### config.mk
export PLATFORM = sky130hd
export DESIGN_NAME = turret_track_scan_controller_unit
export DESIGN_NICKNAME = d
export VERILOG_FILES = /design/src/design/tts_pkg.sv /design/src/design/tts_fifo.sv /design/src/design/tts_front.sv /design/src/design/tts_back.sv /design/src/design/turret_track_scan_controller_unit.sv
export VERILOG_INCLUDE_DIRS = /design/src /design/src/design
export SDC_FILE = /design/constraint.sdc
export NUM_CORES = 2
export LEC_CHECK = 0
export BUFFER_PORTS_ARGS = -buffer_cell sky130_fd_sc_hd__buf_2
export CELL_PAD_IN_SITES_DETAIL_PLACEMENT = 0
export CELL_PAD_IN_SITES_GLOBAL_PLACEMENT = 2
export CORE_ASPECT_RATIO = 0.8
export CORE_UTILIZATION = 42
export DETAILED_ROUTE_END_ITERATION = 8
export PLACE_DENSITY = 0.9
export SYNTH_ARGS = -nofsm -noshare
export SYNTH_HDL_FRONTEND = slang
export SYNTH_SLANG_ARGS = --single-unit
### constraint.sdc
create_clock -name clk -period 9.3 [get_ports clk]
set_input_delay 0 -clock clk [delete_from_list [all_inputs] [get_ports clk]]
set_output_delay 0 -clock clk [all_outputs]
set_load 0.02 [all_outputs]
### src/design/turret_track_scan_controller_unit_defines.svh
// Assertion macros shared by the turret track/scan controller RTL.
// Each macro expects signals named clk and rst in the module that uses it.
`ifndef TURRET_TRACK_SCAN_CONTROLLER_UNIT_DEFINES_SVH
`define TURRET_TRACK_SCAN_CONTROLLER_UNIT_DEFINES_SVH

// Same-cycle implication, disabled during reset.
`define TTS_CHECK_NOW(label, ante, cons) \
  label: assert property (@(posedge clk) disable iff (rst) (ante) |-> (cons)) \
    else $error("turret track/scan controller check failed");

// Next-cycle implication, disabled during reset.
`define TTS_CHECK_NEXT(label, ante, cons) \
  label: assert property (@(posedge clk) disable iff (rst) (ante) |=> (cons)) \
    else $error("turret track/scan controller check failed");

`endif

### src/design/tts_pkg.sv
// Shared types and constants for the turret track/scan controller.
// No dependencies; imported by tts_front, tts_back and the top module.
package tts_pkg;

  typedef enum logic [1:0] {
    CMD_NONE  = 2'd0,
    CMD_STOP  = 2'd1,
    CMD_TRACK = 2'd2,
    CMD_SCAN  = 2'd3
  } tts_cmd_t;

  typedef enum logic [1:0] {
    LED_KEEP     = 2'd0,
    LED_ALIGNED  = 2'd1,
    LED_OVERRIDE = 2'd2
  } tts_led_t;

  typedef enum logic [2:0] {
    REG_ENC_MIN          = 3'd0,
    REG_ENC_MAX          = 3'd1,
    REG_WRAP_SPAN        = 3'd2,
    REG_COUNTS_PER_DEG   = 3'd3,
    REG_PRESENT_MIN_DIST = 3'd4,
    REG_LOST_LIMIT       = 3'd5,
    REG_EDGE_MARGIN      = 3'd6,
    REG_ALIGNED_ANGLE    = 3'd7
  } tts_reg_t;

  // Frame as classified by the front end.
  typedef struct packed {
    logic restart;
    logic freeze;
    logic hard_stop;
    logic active;
    logic present;
    logic dist_nz;
    logic ang_nz;
    logic ang_pos;
    logic aligned;
    logic below_hi_edge;
    logic above_lo_edge;
    logic above_hi_edge;
    logic below_lo_edge;
  } tts_cls_t;

  typedef struct packed {
    tts_cmd_t cmd;
    logic     stop_first;
    tts_led_t led;
  } tts_res_t;

  localparam int ENC_BITS_DEFAULT = 24;
  localparam int MID_DEPTH        = 4;
  localparam int OUT_DEPTH        = 2;

  localparam int RST_ENC_MIN          = 0;
  localparam int RST_ENC_MAX          = 4096;
  localparam int RST_WRAP_SPAN        = 4096;
  localparam int RST_COUNTS_PER_DEG   = 256;
  localparam int RST_PRESENT_MIN_DIST = 3;
  localparam int RST_LOST_LIMIT       = 10;
  localparam int RST_EDGE_MARGIN      = 5;
  localparam int RST_ALIGNED_ANGLE    = 384;

endpackage

### src/design/tts_fifo.sv
// Small flop-based FIFO used for the classified-frame queue and the result queue.
// Depends on the assertion macro header only.
`include "turret_track_scan_controller_unit_defines.svh"

module tts_fifo #(
  parameter int WIDTH = 8,
  parameter int DEPTH = 2
) (
  input  logic             clk,
  input  logic             rst,
  input  logic             push,
  input  logic [WIDTH-1:0] push_data,
  output logic             full,
  input  logic             pop,
  output logic [WIDTH-1:0] pop_data,
  output logic             empty
);

  localparam int AW = (DEPTH > 1) ? $clog2(DEPTH) : 1;
  localparam int NW = $clog2(DEPTH + 1);

  logic [WIDTH-1:0] mem [DEPTH];
  logic [AW-1:0]    wr_ptr, wr_ptr_next;
  logic [AW-1:0]    rd_ptr, rd_ptr_next;
  logic [NW-1:0]    count, count_next;

  assign full     = (count == NW'(DEPTH));
  assign empty    = (count == '0);
  assign pop_data = mem[rd_ptr];

  always_comb begin
    wr_ptr_next = wr_ptr;
    rd_ptr_next = rd_ptr;
    count_next  = count;
    if (push) begin
      wr_ptr_next = (wr_ptr == AW'(DEPTH - 1)) ? '0 : wr_ptr + 1'b1;
    end
    if (pop) begin
      rd_ptr_next = (rd_ptr == AW'(DEPTH - 1)) ? '0 : rd_ptr + 1'b1;
    end
    case ({push, pop})
      2'b10:   count_next = count + 1'b1;
      2'b01:   count_next = count - 1'b1;
      default: count_next = count;
    endcase
  end

  always_ff @(posedge clk) begin
    if (rst) begin
      wr_ptr <= '0;
      rd_ptr <= '0;
      count  <= '0;
    end else begin
      wr_ptr <= wr_ptr_next;
      rd_ptr <= rd_ptr_next;
      count  <= count_next;
    end
  end

  always_ff @(posedge clk) begin
    if (push) begin
      mem[wr_ptr] <= push_data;
    end
  end

  `TTS_CHECK_NOW(a_fifo_bound, 1'b1, count <= NW'(DEPTH))
  `TTS_CHECK_NOW(a_fifo_no_overrun, push, !full || pop)
  `TTS_CHECK_NEXT(a_fifo_drain, pop && !push && count == NW'(1), empty)

endmodule

### src/design/tts_front.sv
// Front end: takes frames, multiplies the angle and edge margin, then wraps the
// track setpoint and classifies the frame. Depends on tts_pkg.
module tts_front #(
  parameter int ENC_BITS = 24
) (
  input  logic                       clk,
  input  logic                       rst,
  input  logic                       push,
  output logic                       full,
  input  logic                       restart,
  input  logic                       freeze,
  input  logic                       hard_stop,
  input  logic                       zero_request,
  input  logic                       climb_request,
  input  logic                       is_auto,
  input  logic signed [ENC_BITS-1:0] enc_position,
  input  logic signed [15:0]         target_angle,
  input  logic [15:0]                target_distance,
  input  logic signed [ENC_BITS-1:0] enc_min,
  input  logic signed [ENC_BITS-1:0] enc_max,
  input  logic [ENC_BITS-2:0]        wrap_span,
  input  logic [15:0]                counts_per_degree,
  input  logic [15:0]                present_min_distance,
  input  logic [7:0]                 edge_margin_degrees,
  input  logic [15:0]                aligned_angle,
  output logic                       cls_valid,
  input  logic                       cls_ready,
  output tts_pkg::tts_cls_t          cls,
  output logic signed [ENC_BITS-1:0] track_sp
);

  import tts_pkg::*;

  localparam int WW = ((ENC_BITS > 17) ? ENC_BITS : 17) + 2;
  localparam int CW = ((ENC_BITS + 8 > 25) ? ENC_BITS + 8 : 25) + 2;

  logic                       accept;
  logic                       s1_valid, s1_valid_next;
  logic                       s1_restart, s1_freeze, s1_hard_stop, s1_active;
  logic signed [ENC_BITS-1:0] s1_cur;
  logic signed [15:0]         s1_ang;
  logic [15:0]                s1_dist;
  logic signed [32:0]         s1_prod;
  logic [23:0]                s1_margin;

  logic signed [32:0]         rnd;
  logic signed [16:0]         off;
  logic signed [WW-1:0]       desired, up, dn, mn, mx, span, wr;
  logic signed [ENC_BITS-1:0] wr_sat;
  logic signed [CW-1:0]       cur8, lim_hi, lim_lo;
  logic signed [16:0]         ang_ext;
  logic [16:0]                ang_mag;
  logic                       present;

  // Stage 1 holds one frame; it stalls only when the queue behind it is full.
  assign full          = s1_valid && !cls_ready;
  assign accept        = push && !full;
  assign s1_valid_next = accept || full;
  assign cls_valid     = s1_valid;

  always_ff @(posedge clk) begin
    if (rst) begin
      s1_valid <= 1'b0;
    end else begin
      s1_valid <= s1_valid_next;
    end
  end

  always_ff @(posedge clk) begin
    if (accept) begin
      s1_restart   <= restart;
      s1_freeze    <= freeze;
      s1_hard_stop <= hard_stop;
      s1_active    <= (!zero_request && !climb_request) || is_auto;
      s1_cur       <= enc_position;
      s1_ang       <= target_angle;
      s1_dist      <= target_distance;
      s1_prod      <= target_angle * $signed({1'b0, counts_per_degree});
      s1_margin    <= counts_per_degree * edge_margin_degrees;
    end
  end

  // Round the Q16.16 offset to whole counts, halves toward plus infinity.
  assign rnd     = s1_prod + 33'sd32768;
  assign off     = rnd[32:16];
  assign desired = WW'(s1_cur) + WW'(off);
  assign mn      = WW'(enc_min);
  assign mx      = WW'(enc_max);
  assign span    = WW'($signed({1'b0, wrap_span}));
  assign up      = desired + span;
  assign dn      = desired - span;

  always_comb begin
    if (desired < mn) begin
      wr = (up > mx) ? mn : up;
    end else if (desired > mx) begin
      wr = (dn < mn) ? mx : dn;
    end else if (desired == mx || desired == mn) begin
      wr = WW'(s1_cur);
    end else begin
      wr = desired;
    end
  end

  always_comb begin
    if ((&wr[WW-1:ENC_BITS-1]) || !(|wr[WW-1:ENC_BITS-1])) begin
      wr_sat = wr[ENC_BITS-1:0];
    end else if (wr[WW-1]) begin
      wr_sat = {1'b1, {(ENC_BITS-1){1'b0}}};
    end else begin
      wr_sat = {1'b0, {(ENC_BITS-1){1'b1}}};
    end
  end

  assign present  = (s1_dist >= present_min_distance);
  assign track_sp = present ? wr_sat : s1_cur;

  // Edge tests are exact in signed fixed point with 8 fractional bits (Q25.8 at ENC_BITS = 24).
  assign cur8   = CW'(s1_cur) <<< 8;
  assign lim_hi = (CW'(enc_max) <<< 8) - CW'($signed({1'b0, s1_margin}));
  assign lim_lo = (CW'(enc_min) <<< 8) + CW'($signed({1'b0, s1_margin}));

  assign ang_ext = 17'(s1_ang);
  assign ang_mag = ang_ext[16] ? (17'd0 - ang_ext) : ang_ext;

  always_comb begin
    cls.restart       = s1_restart;
    cls.freeze        = s1_freeze;
    cls.hard_stop     = s1_hard_stop;
    cls.active        = s1_active;
    cls.present       = present;
    cls.dist_nz       = (s1_dist != '0);
    cls.ang_nz        = (s1_ang != '0);
    cls.ang_pos       = !s1_ang[15] && (s1_ang != '0);
    cls.aligned       = (ang_mag < {1'b0, aligned_angle});
    cls.below_hi_edge = (cur8 < lim_hi);
    cls.above_lo_edge = (cur8 > lim_lo);
    cls.above_hi_edge = (cur8 > lim_hi);
    cls.below_lo_edge = (cur8 < lim_lo);
  end

endmodule

### src/design/tts_back.sv
// Back end: applies one classified frame to the tracking state and forms the
// turret command. Depends on tts_pkg and the assertion macro header.
`include "turret_track_scan_controller_unit_defines.svh"

module tts_back #(
  parameter int ENC_BITS = 24
) (
  input  logic                       clk,
  input  logic                       rst,
  input  logic                       in_valid,
  input  logic                       out_ready,
  output logic                       take,
  input  tts_pkg::tts_cls_t          cls,
  input  logic signed [ENC_BITS-1:0] track_sp,
  input  logic signed [ENC_BITS-1:0] enc_min,
  input  logic signed [ENC_BITS-1:0] enc_max,
  input  logic [15:0]                counts_per_degree,
  input  logic [7:0]                 lost_frames_limit,
  output tts_pkg::tts_res_t          res,
  output logic signed [ENC_BITS-1:0] sp
);

  import tts_pkg::*;

  logic [7:0] lost_frames, lost_frames_next;
  logic       last_side_positive, last_side_positive_next;
  logic       sweep_up, sweep_up_next;
  logic       scan_wanted, scan_wanted_next;
  logic       old_target_wanted, old_target_wanted_next;

  logic [8:0]                 deg1;
  logic signed [ENC_BITS:0]   up_raw, dn_raw;
  logic signed [ENC_BITS-1:0] up_sp, dn_sp, sp_raw;
  logic                       stopped, stop_before;
  tts_cmd_t                   cmd;
  tts_led_t                   led;

  assign take = in_valid && out_ready;

  // One degree of counts, rounded halves up.
  assign deg1   = 9'((17'(counts_per_degree) + 17'd128) >> 8);
  assign up_raw = (ENC_BITS+1)'(enc_max) - (ENC_BITS+1)'($signed({1'b0, deg1}));
  assign dn_raw = (ENC_BITS+1)'(enc_min) + (ENC_BITS+1)'($signed({1'b0, deg1}));

  always_comb begin
    if (up_raw[ENC_BITS] == up_raw[ENC_BITS-1]) begin
      up_sp = up_raw[ENC_BITS-1:0];
    end else begin
      up_sp = {1'b1, {(ENC_BITS-1){1'b0}}};
    end
    if (dn_raw[ENC_BITS] == dn_raw[ENC_BITS-1]) begin
      dn_sp = dn_raw[ENC_BITS-1:0];
    end else begin
      dn_sp = {1'b0, {(ENC_BITS-1){1'b1}}};
    end
  end

  always_comb begin
    lost_frames_next        = lost_frames;
    last_side_positive_next = last_side_positive;
    sweep_up_next           = sweep_up;
    scan_wanted_next        = scan_wanted;
    old_target_wanted_next  = old_target_wanted;
    cmd                     = CMD_NONE;
    led                     = LED_KEEP;
    stopped                 = 1'b0;
    stop_before             = 1'b0;
    sp_raw                  = '0;

    if (cls.restart) begin
      lost_frames_next        = '0;
      last_side_positive_next = 1'b1;
      sweep_up_next           = 1'b1;
      scan_wanted_next        = 1'b0;
      old_target_wanted_next  = 1'b0;
      cmd                     = CMD_STOP;
    end else if (cls.freeze) begin
      cmd = CMD_STOP;
    end else if (cls.hard_stop) begin
      cmd = CMD_NONE;
    end else if (cls.active) begin
      if (cls.present) begin
        lost_frames_next = '0;
        scan_wanted_next = 1'b0;
      end else if (lost_frames != 8'hFF) begin
        lost_frames_next = lost_frames + 1'b1;
      end

      if (cls.dist_nz || lost_frames_next == '0) begin
        stopped                = scan_wanted_next || old_target_wanted_next;
        scan_wanted_next       = 1'b0;
        old_target_wanted_next = 1'b0;
        lost_frames_next       = '0;
        stop_before            = stopped;
        cmd                    = CMD_TRACK;
        sp_raw                 = track_sp;
      end else if (!scan_wanted_next) begin
        // Target just lost: swing toward the side it was last seen on.
        old_target_wanted_next = 1'b1;
        if (last_side_positive_next && cls.below_hi_edge) begin
          cmd           = CMD_SCAN;
          sp_raw        = up_sp;
          sweep_up_next = 1'b1;
        end else if (!last_side_positive_next && cls.above_lo_edge) begin
          cmd           = CMD_SCAN;
          sp_raw        = dn_sp;
          sweep_up_next = 1'b0;
        end else begin
          cmd                    = CMD_STOP;
          stopped                = 1'b1;
          scan_wanted_next       = 1'b1;
          old_target_wanted_next = 1'b0;
        end
      end

      // Long loss: sweep between the limits, reversing near either edge.
      if (scan_wanted_next && lost_frames_next > lost_frames_limit) begin
        old_target_wanted_next = 1'b0;
        stop_before            = stopped;
        cmd                    = CMD_SCAN;
        if (cls.above_hi_edge) begin
          sweep_up_next = 1'b0;
          sp_raw        = enc_min;
        end else if (cls.below_lo_edge) begin
          sweep_up_next = 1'b1;
          sp_raw        = enc_max;
        end else begin
          sp_raw = sweep_up_next ? enc_max : enc_min;
        end
      end

      if (cls.dist_nz) begin
        scan_wanted_next = 1'b0;
        if (cls.ang_nz) begin
          last_side_positive_next = cls.ang_pos;
        end
      end

      led = (cls.present && cls.aligned) ? LED_ALIGNED : LED_OVERRIDE;
    end
  end

  always_comb begin
    res.cmd = cmd;
    res.led = led;
    if (cmd == CMD_NONE || cmd == CMD_STOP) begin
      res.stop_first = 1'b0;
      sp             = '0;
    end else begin
      res.stop_first = stop_before;
      sp             = sp_raw;
    end
  end

  always_ff @(posedge clk) begin
    if (rst) begin
      lost_frames        <= '0;
      last_side_positive <= 1'b1;
      sweep_up           <= 1'b1;
      scan_wanted        <= 1'b0;
      old_target_wanted  <= 1'b0;
    end else if (take) begin
      lost_frames        <= lost_frames_next;
      last_side_positive <= last_side_positive_next;
      sweep_up           <= sweep_up_next;
      scan_wanted        <= scan_wanted_next;
      old_target_wanted  <= old_target_wanted_next;
    end
  end

  `TTS_CHECK_NOW(a_quiet_cmd_no_sp, take && (res.cmd == CMD_NONE || res.cmd == CMD_STOP), !res.stop_first && sp == '0)
  `TTS_CHECK_NEXT(a_restart_clears, take && cls.restart, lost_frames == '0 && sweep_up && last_side_positive && !scan_wanted && !old_target_wanted)
  `TTS_CHECK_NEXT(a_track_clears_loss, take && res.cmd == CMD_TRACK, lost_frames == '0 && !scan_wanted && !old_target_wanted)

endmodule

### src/design/turret_track_scan_controller_unit.sv
// Turret track/scan controller: one vision frame in, one turret command out.
// Uses tts_pkg, tts_front, tts_fifo and tts_back.
//
// Input side behaves like a queue: a frame beat is taken on a clock edge with
// push high and full low. Result side also behaves like a queue: the oldest
// command is on motor_command/stop_first/setpoint/led_action while empty is
// low, and it is consumed on an edge with pop high and empty low.
// Registers are written through cfg_valid/cfg_ready/cfg_index/cfg_data; the
// port is always ready, and writes are expected only while no frame is in flight.
//
// Throughput is one frame per clock while the receiver keeps popping. An
// accepted frame moves from the front stage register through the middle queue
// into the result queue. The front stage registers the angle and edge-margin
// products, the classified frame crosses a four-entry queue, and the back end
// updates the tracking state and writes a two-entry result queue per frame.
// When the receiver stops popping, the result queue, the middle queue and the
// front stage fill (seven frames in total) and then full rises; nothing is lost.
// Reset (synchronous, active high) empties both queues, returns every register
// to its documented default and clears the tracking state; no clearing pass.
module turret_track_scan_controller_unit #(
  parameter int ENC_BITS = tts_pkg::ENC_BITS_DEFAULT
) (
  input  logic                                     clk,
  input  logic                                     rst,
  // Frame channel.
  input  logic                                     push,
  output logic                                     full,
  input  logic                                     restart,
  input  logic                                     freeze,
  input  logic                                     hard_stop,
  input  logic                                     zero_request,
  input  logic                                     climb_request,
  input  logic                                     is_auto,
  input  logic signed [ENC_BITS-1:0]               enc_position,
  input  logic signed [15:0]                       target_angle,
  input  logic [15:0]                              target_distance,
  // Result channel.
  output logic                                     empty,
  input  logic                                     pop,
  output tts_pkg::tts_cmd_t                        motor_command,
  output logic                                     stop_first,
  output logic signed [ENC_BITS-1:0]               setpoint,
  output tts_pkg::tts_led_t                        led_action,
  // Register write channel.
  input  logic                                     cfg_valid,
  output logic                                     cfg_ready,
  input  tts_pkg::tts_reg_t                        cfg_index,
  input  logic [((ENC_BITS > 16) ? ENC_BITS : 16)-1:0] cfg_data
);

  import tts_pkg::*;

  localparam int MID_W = $bits(tts_cls_t) + ENC_BITS;
  localparam int OUT_W = $bits(tts_res_t) + ENC_BITS;

  // Configuration registers.
  logic signed [ENC_BITS-1:0] enc_min;
  logic signed [ENC_BITS-1:0] enc_max;
  logic [ENC_BITS-2:0]        wrap_span;
  logic [15:0]                counts_per_degree;
  logic [15:0]                present_min_distance;
  logic [7:0]                 lost_frames_limit;
  logic [7:0]                 edge_margin_degrees;
  logic [15:0]                aligned_angle;

  // Front to middle queue.
  logic                       cls_valid, mid_full;
  tts_cls_t                   cls_front;
  logic signed [ENC_BITS-1:0] sp_front;

  // Middle queue to back end.
  logic [MID_W-1:0]           mid_q;
  logic                       mid_empty;
  tts_cls_t                   cls_back;
  logic signed [ENC_BITS-1:0] sp_back;

  // Back end to result queue.
  logic                       take, out_full, out_pop, out_ready;
  tts_res_t                   res_back, res_head;
  logic signed [ENC_BITS-1:0] sp_res;
  logic [OUT_W-1:0]           out_q;

  assign cfg_ready = 1'b1;

  always_ff @(posedge clk) begin
    if (rst) begin
      enc_min              <= ENC_BITS'(RST_ENC_MIN);
      enc_max              <= ENC_BITS'(RST_ENC_MAX);
      wrap_span            <= (ENC_BITS-1)'(RST_WRAP_SPAN);
      counts_per_degree    <= 16'(RST_COUNTS_PER_DEG);
      present_min_distance <= 16'(RST_PRESENT_MIN_DIST);
      lost_frames_limit    <= 8'(RST_LOST_LIMIT);
      edge_margin_degrees  <= 8'(RST_EDGE_MARGIN);
      aligned_angle        <= 16'(RST_ALIGNED_ANGLE);
    end else if (cfg_valid && cfg_ready) begin
      case (cfg_index)
        REG_ENC_MIN:          enc_min              <= cfg_data[ENC_BITS-1:0];
        REG_ENC_MAX:          enc_max              <= cfg_data[ENC_BITS-1:0];
        REG_WRAP_SPAN:        wrap_span            <= cfg_data[ENC_BITS-2:0];
        REG_COUNTS_PER_DEG:   counts_per_degree    <= cfg_data[15:0];
        REG_PRESENT_MIN_DIST: present_min_distance <= cfg_data[15:0];
        REG_LOST_LIMIT:       lost_frames_limit    <= cfg_data[7:0];
        REG_EDGE_MARGIN:      edge_margin_degrees  <= cfg_data[7:0];
        REG_ALIGNED_ANGLE:    aligned_angle        <= cfg_data[15:0];
        default: begin
        end
      endcase
    end
  end

  tts_front #(
    .ENC_BITS(ENC_BITS)
  ) u_front (
    .clk                  (clk),
    .rst                  (rst),
    .push                 (push),
    .full                 (full),
    .restart              (restart),
    .freeze               (freeze),
    .hard_stop            (hard_stop),
    .zero_request         (zero_request),
    .climb_request        (climb_request),
    .is_auto              (is_auto),
    .enc_position         (enc_position),
    .target_angle         (target_angle),
    .target_distance      (target_distance),
    .enc_min              (enc_min),
    .enc_max              (enc_max),
    .wrap_span            (wrap_span),
    .counts_per_degree    (counts_per_degree),
    .present_min_distance (present_min_distance),
    .edge_margin_degrees  (edge_margin_degrees),
    .aligned_angle        (aligned_angle),
    .cls_valid            (cls_valid),
    .cls_ready            (!mid_full),
    .cls                  (cls_front),
    .track_sp             (sp_front)
  );

  // The front end only pushes while the middle queue has room.
  tts_fifo #(
    .WIDTH(MID_W),
    .DEPTH(MID_DEPTH)
  ) u_mid_q (
    .clk       (clk),
    .rst       (rst),
    .push      (cls_valid && !mid_full),
    .push_data ({cls_front, sp_front}),
    .full      (mid_full),
    .pop       (take),
    .pop_data  (mid_q),
    .empty     (mid_empty)
  );

  assign cls_back = tts_cls_t'(mid_q[MID_W-1:ENC_BITS]);
  assign sp_back  = mid_q[ENC_BITS-1:0];

  // The back end may refill the result queue in the cycle its head is popped.
  assign out_pop   = pop && !empty;
  assign out_ready = !out_full || out_pop;

  tts_back #(
    .ENC_BITS(ENC_BITS)
  ) u_back (
    .clk               (clk),
    .rst               (rst),
    .in_valid          (!mid_empty),
    .out_ready         (out_ready),
    .take              (take),
    .cls               (cls_back),
    .track_sp          (sp_back),
    .enc_min           (enc_min),
    .enc_max           (enc_max),
    .counts_per_degree (counts_per_degree),
    .lost_frames_limit (lost_frames_limit),
    .res               (res_back),
    .sp                (sp_res)
  );

  tts_fifo #(
    .WIDTH(OUT_W),
    .DEPTH(OUT_DEPTH)
  ) u_out_q (
    .clk       (clk),
    .rst       (rst),
    .push      (take),
    .push_data ({res_back, sp_res}),
    .full      (out_full),
    .pop       (out_pop),
    .pop_data  (out_q),
    .empty     (empty)
  );

  assign res_head      = tts_res_t'(out_q[OUT_W-1:ENC_BITS]);
  assign motor_command = res_head.cmd;
  assign stop_first    = res_head.stop_first;
  assign led_action    = res_head.led;
  assign setpoint      = out_q[ENC_BITS-1:0];

endmodule
# Word-level counts from Yosys, hierarchy flattened

Memory sizes are Yosys's and may differ from the RTL's. A register that Yosys moved wholly into a read port is not among the register bits.
Cells that the tools add are included.

Flip-flop bits (word level): 276
Latch bits: 0
Memory bits (writable): 206
Memory bits (read-only): 0
Input bits: 94
Output and inout bits: 32
Memories: 2

Memories:

| memory      | depth | width | read ports | clocked after memory_dff | wr ports | RTL line       | RTL |
|---|---|---|---|---|---|---|---|
| u_mid_q.mem | 4     | 37    | 1          | 1                        | 1        | tts_fifo.sv:22 | `logic [WIDTH-1:0] mem [DEPTH];` |
| u_out_q.mem | 2     | 29    | 1          | 1                        | 1        | tts_fifo.sv:22 |  |

$add $sub $neg: 19
Multiply operators: 2
Div/mod/pow operators: 0
Order comparisons: 11
Equality and inequality tests: 24
Shifts and indexed selects: 0
Muxes and demuxes: 124
Bitwise gates (word level): 0
Reduce and logical (&&, ||, !) cells: 54

Operator list:

| cell                                            | count |
|---|---|
| 2-to-1 mux 24 bit                               | 18 |
| 2-to-1 mux 26 bit                               | 5 |
| 2-to-1 mux 8 bit                                | 15 |
| > comparator 32 x 33 -> 1 bit                   | 2 |
| < comparator 32 x 33 -> 1 bit                   | 2 |
| 2-to-1 mux 1 bit                                | 65 |
| == test 25 x 24 -> 1 bit                        | 2 |
| 2-to-1 mux 2 bit                                | 18 |
| adder 32 x 25 -> 33 bit                         | 1 |
| adder 33 x 17 -> 33 bit (second input constant) | 1 |
| multiplier 16 x 17 -> 33 bit                    | 1 |
| subtractor 32 x 25 -> 33 bit                    | 1 |
| nonzero test 16 bit                             | 2 |
| adder 25 x 24 -> 26 bit                         | 1 |
| > comparator 26 x 24 -> 1 bit                   | 1 |
| < comparator 26 x 24 -> 1 bit                   | 1 |
| subtractor 25 x 24 -> 26 bit                    | 1 |
| adder 24 x 10 -> 25 bit                         | 1 |
| adder 24 x 17 -> 25 bit                         | 1 |
| > comparator 25 x 24 -> 1 bit                   | 1 |
| < comparator 25 x 24 -> 1 bit                   | 1 |
| subtractor 24 x 10 -> 25 bit                    | 1 |
| multiplier 16 x 8 -> 24 bit                     | 1 |
| adder 16 x 8 -> 17 bit (second input constant)  | 1 |
| 35 further kinds                                | 90 |

# Longest topological paths before layout

Word-level depth: 24
Gate-level depth with buffers: 40

# By module

From an unflattened synthesis, not the netlist that was laid out.

Cells, all modules: 4609
Area total of the unflattened synthesis: 44854.3 um^2

By module, submodules not included:

| module                            | times used | cells an instance | area each (um^2) |
|---|---|---|---|
| tts_front                         | 1          | 3214              | 27510.1 |
| tts_fifo at u_mid_q               | 1          | 241               | 5843.1 |
| turret_track_scan_controller_unit | 1          | 492               | 5382.7 |
| tts_back                          | 1          | 550               | 3827.4 |
| tts_fifo at u_out_q               | 1          | 112               | 2290.9 |

# Least setup slack after synthesis

No wires, ideal clock.

Path kind: register to register
Start: register u_front.s1_prod[17]
End: memory u_mid_q.mem[0][4] (netlist bit), data pin
Data arrival time: 7401 ps
Data required time: 9102 ps
Slack: 1702 ps
Stages on the path, launching flop included: 33
Cells stage by stage: edfxtp_1 > and3_1 > and2_1 > and3_1 > nand3_1 > nor2_1 > nand4_1 > xnor2_1 > ha_1 > a21o_1 > a21oi_1 > o21ai_0 > xnor2_1 > ha_1 > clkbuf_1 > or3_1 > or4_1 > o21ai_1 > o31a_1 > a221oi_2 > nand2b_1 > and2_1 > ha_1 > nand4_1 > or2_2 > o21bai_1 > a21oi_1 > clkbuf_1 > clkbuf_1 > nor2_1 > a211oi_1 > a21oi_1 > a311oi_2

Cells in the longest elaborated chain, start to end: 12
Elaborated cells on any way between the ends: 23
Classes of those cells: add/sub (4); order compare (4); eq/ne (2); mux (8); reduce/logical (5)

RTL lines:

| what                                                                            | RTL line                                | RTL |
|---|---|---|
| start, declared                                                                 | tts_front.sv:43                         | `logic signed [32:0] s1_prod;` |
| start signal, assigned                                                          | tts_front.sv:78                         | `s1_prod <= target_angle * $signed({1'b0, counts_per_degree});` |
| adder 33 x 17 -> 33 bit *                                                       | tts_front.sv:84                         | `assign rnd = s1_prod + 33'sd32768;` |
| adder 24 x 17 -> 25 bit *                                                       | tts_front.sv:86                         | `assign desired = WW'(s1_cur) + WW'(off);` |
| subtractor 25 x 24 -> 26 bit / == test 25 x 24 -> 1 bit (equally long branches) | tts_front.sv:91, tts_front.sv:98        |  |
| < comparator 26 x 24 -> 1 bit / logical OR 1 bit (equally long branches)        | tts_front.sv:97, tts_front.sv:98        |  |
| 2-to-1 mux 26 bit (on tied branches)                                            | tts_front.sv:97, tts_front.sv:98        |  |
| 2-to-1 mux 26 bit                                                               | tts_front.sv:96                         | `end else if (desired > mx) begin` |
| 2-to-1 mux 26 bit *                                                             | tts_front.sv:94                         | `if (desired < mn) begin` |
| OR reduction 3 bit                                                              | tts_front.sv:106                        | `if ((&wr[WW-1:ENC_BITS-1]) \|\| !(\|wr[WW-1:ENC_BITS-1])) begin` |
| zero test 1 bit                                                                 | tts_front.sv:106                        |  |
| logical OR 1 bit                                                                | tts_front.sv:106                        |  |
| 2-to-1 mux 24 bit *                                                             | tts_front.sv:106                        |  |
| 2-to-1 mux 24 bit *                                                             | tts_front.sv:116                        | `assign track_sp = present ? wr_sat : s1_cur;` |
| net sp_front[4]                                                                 | turret_track_scan_controller_unit.sv:69 | `logic signed [ENC_BITS-1:0] sp_front;` |
| end, declared                                                                   | tts_fifo.sv:22                          |  |

Mark *: on every way through the listed nets, which the timed path passes. The rest lies on a longest branch.

# Worst setup path in the final report

Start: register u_front.s1_prod[17]
End: memory u_mid_q.mem[2][0] (netlist bit), data pin

Same word-level chain as after synthesis.

==> qor.csv <==
metric;value;unit
final wirelength;135;mm
vias in the first global route;33398;
total core area;101000;sq um
fmax;116;MHz
aggregate global-route resource usage;26.0;%
Max-slew headroom;22.3;%
Die Y;289;um
P_leak;19.9;nW
RSZ-0062 raised after global routing;false;
Critical Path Sink Type;flip-flop;
CP bufs+invs;4;
commonest cells after routing, fill and taps aside;595 x nand2_1, 517 x inv_1, 493 x ha_1;
GRT overflow;0;
Synth top area share;21.4;%
clock tree root driver cell;clkbuf_16;
clock buffer depth;3;
CP startpoint kind;flip-flop;
VDD IR max;0.000152;V
hold crit path type;in -> reg;
layout cells sized above 1;8.70;%
Rows;104;
worst slew pin tran;1.17;ns
via count;34108;
DR vias/cell;5.58;
placed inst area;45300;sq um
Mean Syn Cell Area;9.37;sq um
critical path fanouts, max;23;
width of the die;361;um
H-tree depth;2;
final hold vios;0;
CP most frequent cell;a21oi_1;
Gate Count Post-Synth;4613;
DIE AREA;104000;sq um
final setup fails;0;
Synth Warn #;0;
DRT Pass-1 Iters;6;
initial DRC count;3033;
number of port buffers;124;
Final GP Congestion;0.943;
syn nets;5484;
EDFF count, synth;308;
IO Pins;126;
WL per Instance;22.1;um
post-synthesis cell type count;96;
Final Cell Area;48000;sq um
final clock period utilization by the worst path;92.9;%
final net count;5618;
dpl hpwl;105;mm
Async SR Flop Fraction;0;%
pwr/cell area;230;nW/um^2
reg2reg setup slack;0.66;ns
most common cell after layout, fill and taps aside;nand2_1;
CTS buffer count;52;
Final Util;47.4;%
Max Cap Violations;0;
DRC violation count after routing;0;
Final ANT Viol Nets;0;
skew final;0.0222;ns
Max Slew Vio Count;0;
fin crit period;8.64;ns
largest net degree at the start of global routing;97;
sequential area share after synthesis;28.9;%
CTS sink cnt;470;
clk slew on worst S/H paths;0.06;ns
CP max-delay cell;a311oi_1;
largest area contributor in the synthesized netlist;edfxtp_1;
CP arrival;9.01;ns
CTS tree;built;
Top delay family on crit path;compound AO/OA/AOI/OAI gates;
Critical Path RT;9.67;ns
worst skew pair latency;0.64;ns
Crit Path Category;reg -> reg;
Synth area leaders;edfxtp_1 21%, ha_1 14%, fa_1 13%;
Post-Syn Area;43200;sq um
Starting Density;42.7;%
TNS Setup;0;ns
area grow syn2layout;11.1;%
top_reg_cell synth;edfxtp_1;
antenna violations before repair;6;
post-CTS setup buffers;0;
Yosys reg bits;470;
first-pass GRT wire length;207;mm
CP max stage delay;0.51;ns
status;completed;
## cell type report
class                           count  area (sq um)
Fill cell                        9609         53300
Multi-Input combinational cell   3426         28100
Sequential cell                   470         12500
Timing Repair Buffer              275          1990
Inverter                          522          1960
Tap cell                         1325          1660
Clock buffer                       64          1400
Clock inverter                     34           414
Antenna cell                        2          5.00
## cells in the mapped netlist (57+ instances only)
| library cell | instances |
|---|---|
| inv_1 | 517 |
| a21o_1 | 78 |
| dfxtp_1 | 162 |
| a21oi_1 | 326 |
| and2_1 | 176 |
| clkbuf_1 | 164 |
| xnor2_1 | 166 |
| o21ai_0 | 134 |
| mux2i_1 | 70 |
| nor3_1 | 69 |
| fa_1 | 284 |
| nor2_1 | 279 |
| edfxtp_1 | 308 |
| xor2_1 | 57 |
| ha_1 | 493 |
| nand2_1 | 595 |
## through the flow
| stage | cells | setup WS [ns] | hold WS (ns) | total power [W] |
|---|---|---|---|---|
| final | 6118 | 0.663 | 0.0441 | 0.0111 |
| after global routing | 6116 | 0.0718 | 0.0526 | 0.0118 |
| after CTS | 6116 | 0.505 | 0.0120 | 0.0110 |
| after detailed placement | 5929 | 0.531 | 0.178 | 0.00875 |
| after global placement | 5929 | 0.814 | 0.177 | 0.00871 |
| after floorplan | 4613 | 1.70 | 0.0989 | 0.00704 |
## per-layer routing
layer	GRT usage, %	up-vias	part of all wire (%)
li1	-	16090	-
met1	39.2	16762	48
met2	39.1	1131	42
met3	3.95	125	8.1
met4	5.63	0	1.9
met5	0	-	0
## power breakdown
group / leakage [nW] / internal, W / total [W] / switching (W)
logic: 14.8 / 0.00231 / 0.00602 / 0.00371
registers: 4.21 / 0.00270 / 0.00286 / 0.000156
clock network: 0.884 / 0.00127 / 0.00219 / 0.000921
total: 19.9 / 0.00628 / 0.0111 / 0.00479
## state kept, by name, summed over array words and instances, names as in the netlist, 18 cells and up, named ones only
| signal | count |
|---|---|
| enc_min | 24 |
| u_front.s1_cur | 24 |
| wrap_span | 23 |
| u_front.s1_margin | 24 |
| u_out_q.mem | 58 |
| u_mid_q.mem | 148 |
| u_front.s1_prod | 18 |
| enc_max | 24 |
## cells by family (layout without fill, tap and decap cells)
family | after synthesis | in the layout | synth area share [%]
AND/OR/NAND/NOR | 1422 | 1422 | 15.3
AO/OA/AOI/OAI | 857 | 857 | 13.0
other | 1 | 3 | 0.00867
buffers and inverters | 717 | 895 | 6.33
multiplexers | 145 | 145 | 4.46
adder cells (fa/ha/maj) | 777 | 777 | 27.4
flip-flops | 470 | 470 | 28.9
XOR/XNOR | 224 | 224 | 4.58
## final timing paths
check / cells past startpoint / start / endpoint
max: 38 / u_front.s1_prod[17] / u_mid_q.mem[2][0]
min: 2 / rst / u_back.lost_frames[3]
max reg2reg: 38 / u_front.s1_prod[17] / u_mid_q.mem[2][0]
min reg2reg: 2 / present_min_distance[12] / present_min_distance[12]
## repair_timing
action                                  4_1_cts  5_1_grt
hold buffers                                 89        0
resized for setup                             0        4
endpoints found under the setup margin        0       12
hold endpoints to repair                    202        0
Power figures use the tool's default switching activity.
